### src/sv/ietr_pkg.sv
// Package for the input event ring with active touch set.
// Sizes, command and event codes, word layouts and controller types.
// No dependencies; imported by every module of the block.
package ietr_pkg;

  localparam int QUEUE_DEPTH = 64;
  localparam int TOUCH_CAP   = 10;

  localparam int QIDX_W = (QUEUE_DEPTH > 1) ? $clog2(QUEUE_DEPTH) : 1;
  localparam int QCNT_W = $clog2(QUEUE_DEPTH + 1);
  localparam int TIDX_W = (TOUCH_CAP > 1) ? $clog2(TOUCH_CAP) : 1;
  localparam int TCNT_W = $clog2(TOUCH_CAP + 1);

  typedef enum logic [1:0] {
    CMD_PUSH  = 2'd0,
    CMD_POLL  = 2'd1,
    CMD_CLEAR = 2'd2,
    CMD_QUERY = 2'd3
  } cmd_t;

  typedef enum logic [2:0] {
    EV_TOUCH_DOWN   = 3'd0,
    EV_TOUCH_MOVE   = 3'd1,
    EV_TOUCH_UP     = 3'd2,
    EV_TOUCH_CANCEL = 3'd3,
    EV_KEY_DOWN     = 3'd4,
    EV_KEY_UP       = 3'd5
  } evt_t;

  typedef enum logic [1:0] {
    ST_IDLE,
    ST_EXEC,
    ST_RESP
  } state_t;

  // One stored event, event_type in the lowest bits
  typedef struct packed {
    logic signed [31:0] key_val;
    logic [31:0]        pressure;
    logic [31:0]        touch_y;
    logic [31:0]        touch_x;
    logic signed [31:0] ptr_id;
    logic [2:0]         event_type;
  } entry_t;

  localparam int IN_BITS = $bits(entry_t);
  localparam int IN_W    = ((IN_BITS + 7) / 8) * 8;

  typedef struct packed {
    logic [IN_W-IN_BITS-1:0] pad;
    entry_t                  entry;
  } in_t;

  localparam int RES_BITS = 1 + TCNT_W + 32 + QCNT_W + $bits(entry_t) + 2;
  localparam int RES_W    = ((RES_BITS + 7) / 8) * 8;

  typedef struct packed {
    logic [RES_W-RES_BITS-1:0] pad;
    logic                      pointer_is_active;
    logic [TCNT_W-1:0]         touch_total;
    logic [31:0]               dropped_count;
    logic [QCNT_W-1:0]         queued_count;
    entry_t                    polled;
    logic                      event_valid;
    logic                      accepted;
  } res_t;

  typedef struct packed {
    logic load;
    logic exec;
  } ctrl_cmd_t;

endpackage

### src/sv/ietr_ctrl.sv
// Controller for the input event ring: accept, execute, respond.
// Depends on ietr_pkg; drives the datapath through ctrl_cmd_t.
module ietr_ctrl (
  input  logic                  clk,
  input  logic                  rst,
  input  logic                  s_tvalid,
  output logic                  s_tready,
  output logic                  m_tvalid,
  input  logic                  m_tready,
  output ietr_pkg::ctrl_cmd_t   ctl
);
  import ietr_pkg::*;

  state_t state, state_next;

  always_ff @(posedge clk) begin
    if (rst) begin
      state <= ST_IDLE;
    end else begin
      state <= state_next;
    end
  end

  always_comb begin
    state_next = state;
    case (state)
      ST_IDLE: begin
        if (s_tvalid) state_next = ST_EXEC;
      end
      ST_EXEC: begin
        state_next = ST_RESP;
      end
      ST_RESP: begin
        // take the next word in the same cycle the result leaves
        if (m_tready) state_next = s_tvalid ? ST_EXEC : ST_IDLE;
      end
      default: begin
        state_next = ST_IDLE;
      end
    endcase
  end

  always_comb begin
    s_tready = 1'b0;
    m_tvalid = 1'b0;
    ctl.exec = 1'b0;
    case (state)
      ST_IDLE: begin
        s_tready = 1'b1;
      end
      ST_EXEC: begin
        ctl.exec = 1'b1;
      end
      ST_RESP: begin
        m_tvalid = 1'b1;
        s_tready = m_tready;
      end
      default: begin
        s_tready = 1'b0;
      end
    endcase
    ctl.load = s_tvalid && s_tready;
  end

endmodule

### config.mk
export PLATFORM = sky130hd
export DESIGN_NAME = ietr_ctrl
export DESIGN_NICKNAME = d
export VERILOG_FILES = /design/src/sv/ietr_pkg.sv /design/src/sv/ietr_ctrl.sv
export SDC_FILE = /design/constraint.sdc
export NUM_CORES = 1
export LEC_CHECK = 0
export CAP_MARGIN = 30
export CORE_AREA = 2 2 39 41
export CTS_CLUSTER_SIZE = 28
export DETAILED_ROUTE_END_ITERATION = 6
export DIE_AREA = 0 0 41 43
export DONT_BUFFER_PORTS = 1
export SLEW_MARGIN = 20
export SYNTH_ARGS = -nofsm -noshare
export SYNTH_HDL_FRONTEND = slang
export SYNTH_SLANG_ARGS = --single-unit
### constraint.sdc
create_clock -name clk -period 1.6 [get_ports clk]
set_input_delay 0.32 -clock clk [delete_from_list [all_inputs] [get_ports clk]]
set_output_delay 0.32 -clock clk [all_outputs]
set_load 0.05 [all_outputs]
==> run_results.csv <==
group,metric,value,unit
detailed_routing,ant_nets,0,
yosys,synthesis.nets,16,
yosys,yosysUniqueCellTypes,9,
power,clockPowerShare,51.6,%
sta,final_max_slew_viol_count,0,
yosys,synth_edf_count,0,
flow_run,drv_cap,0,
power,peakVddDrop,0.142,mV
yosys,yosys.area.top_type,"dfxtp_1",
layout,largest_reg_flops,2,
worst_setup_path,critPathKind,"flop to output pin",
yosys,synthTopCellsByCount,"dfxtp_1 (2), nor2_1 (2), nor2b_1 (2)",
yosys,ys_async_sr_fraction,0,%
sta,post-route-period-util,91.5,%
floorplanning,rows,14,
sta,tightest_slew,0.343,ns
run_status,status,"finished clean",
cts,htree_num_levels,1,
placed_design,dp_slack,0.361,ns
layout,final_cells,33,
floorplanning,die_w,41,um
detailed_routing,wl,254,um
sta,hold_viol_final,0,
cts,post_cts_buffers,0,
cts,cts_resized,0,
cts,clock_path_buffers,2,
yosys,synthesis.area,113,um2
floorplanning,core,1380,um2
sta,finalClockSkew,0.00309,ns
detailed_routing,wl_per_cell,7.70,um
power,power.switching,0.0647,mW
placed_design,portBuffers,0,
yosys,synth_top_area_share,35.6,%
yosys,synthCells,12,
sta,min_period,1.46,ns
sta,setup_slack,0.136,ns
detailed_routing,dr.pass1.iters,1,
placed_design,dp.cells,30,
worst_setup_path,crit_path_max_fanout,4,
yosys,yosysWarningCount,0,
layout,area_growth,55.6,%
layout,top_register,"state",
worst_setup_path,worstSetupStartpointType,"flop",
worst_hold_path,holdCritPathClass,"input port to flop",
cts,cts_root_buf,"clkbuf_4",
layout,layout.nets,23,
grt,grt_pass1_wl,386,um
yosys,syn_avg_cell_area,9.38,um2
power,pwr_density_cell,1240,nW/um2
yosys,ys_ff_latch,2,
yosys,ys_top_cells_by_area,"dfxtp_1 (36%), nor4b_2 (13%), nor2b_1 (11%), and2b_4 (8.9%), a22o_1 (7.8%)",
power,p_leak,0.0751,nW
yosys,synth_flop_cell,"dfxtp_1",
floorplanning,io_pins,8,
grt,grt_max_degree,7,
detailed_routing,vias_per_cell,2.97,
sta,max_freq,0.683,GHz
cts,clk_pin_slew_worst_paths,0.03,ns
sta,setup_tns,0,ns
worst_setup_path,end_kind,"output pin",
placed_design,globalplace.congestion,0.459,
power,p_sw_share,29.8,%
sta,setup_viol,0,
floorplanning,die_height,43,um
cts,clkSinkCount,2,
cts,tritoncts,"done",
sta,slew_headroom,77.1,%
detailed_routing,drc_errors,0,
grt,track_usage,4.20,%
floorplanning,die-area,1760,um2
power,p_int,0.152,mW
worst_setup_path,cp.arrival,1.14,ns
layout,antenna_cells,0,
grt,overflow,0,
floorplanning,initial_core_util,8.14,%
detailed_routing,vias,98,
cts,cts_hold_buf,0,
power,seqPwrFrac,26.2,%
layout,post-route-util,12.7,%
power,comb_power_share,22.2,%
cts,clkLatencyLatePin,0.22,ns
grt,antenna_found_initial,0,
yosys,ys_seq_area_share,35.6,%
grt,grt_pass1_vias,104,
sta,rsz0062_at_grt,"false",
layout,layout-drive-gt1-share,52.9,%
worst_setup_path,crit_required,1.28,ns
cts,cts_made_buffers,3,
layout,top_regs,"state x2",
detailed_routing,drt_first_iter_violations,0,
-- metal layers --
layer	GRT usage [%]	share of wire, %	vias up	wire [um]
li1	-	-	50	-
met1	2.55	35	42	90
met2	3.44	40	6	101
met3	7.33	25	0	63
met4	6.00	0	0	0
met5	0	0	-	0
-- path summary, 6_finish.rpt --
path | start | to | slack (ns) | cells after the start
setup reg to reg | state[0] | state[1] | 0.64 | 2
hold / removal | rst | state[0] | 0.16 | 1
setup / recovery | state[1] | ctl[1] | 0.14 | 3
hold reg to reg | state[0] | state[0] | 0.56 | 1
-- logic make-up (layout without fill, tap and decap cells) --
family                 Yosys count  after routing  share of synthesized area [%]
and+or+nand+nor                  7              7                           46.7
DFF                              2              2                           35.6
AOI/OAI and AO/OA                1              1                           7.78
buffers and inverters            2              7                           10.0
-- cell usage in the layout, fill, tap and decap left out --
| master | count |
|---|---|
| dfxtp_1 | 2 |
| nor2_1 | 2 |
| and2b_4 | 1 |
| nor4b_2 | 1 |
| nor3b_2 | 1 |
| clkbuf_4 | 3 |
| a22o_1 | 1 |
| nor2b_1 | 2 |
| inv_1 | 1 |
| buf_4 | 3 |
-- power by group through the flow --
stage | clock network, mW | registers (mW) | logic [mW]
finish | 0.112 | 0.0568 | 0.0481
floorplan | 0 | 0.0567 | 0.0412
global placement | 0 | 0.0573 | 0.0485
CTS | 0.119 | 0.0570 | 0.0486
detailed placement | 0 | 0.0577 | 0.0485
global route | 0.127 | 0.0571 | 0.0505
-- per-stage QoR --
stage	power, mW	hold slack [ns]	area [um2]
after CTS	0.224	0.158	175
after global placement	0.106	0.398	153
after detailed placement	0.106	0.397	153
after global routing	0.235	0.151	175
after floorplan	0.0979	0.394	118
final	0.217	0.165	175
-- cell type report --
type	instances	area [um2]
tap	16	20.0
inverter	1	3.75
timing repair buffer	3	22.5
multi-input combinational	8	66.3
clock buffer	3	22.5
fill	165	1210
sequential	2	40.0
-- worst max-delay path: stages (launching register included) --
cell,delay (ns)
dfxtp_1,0.32
nor2b_1,0.32
nor3b_2,0.08
buf_4,0.20
(Power assumes the default switching activity.)
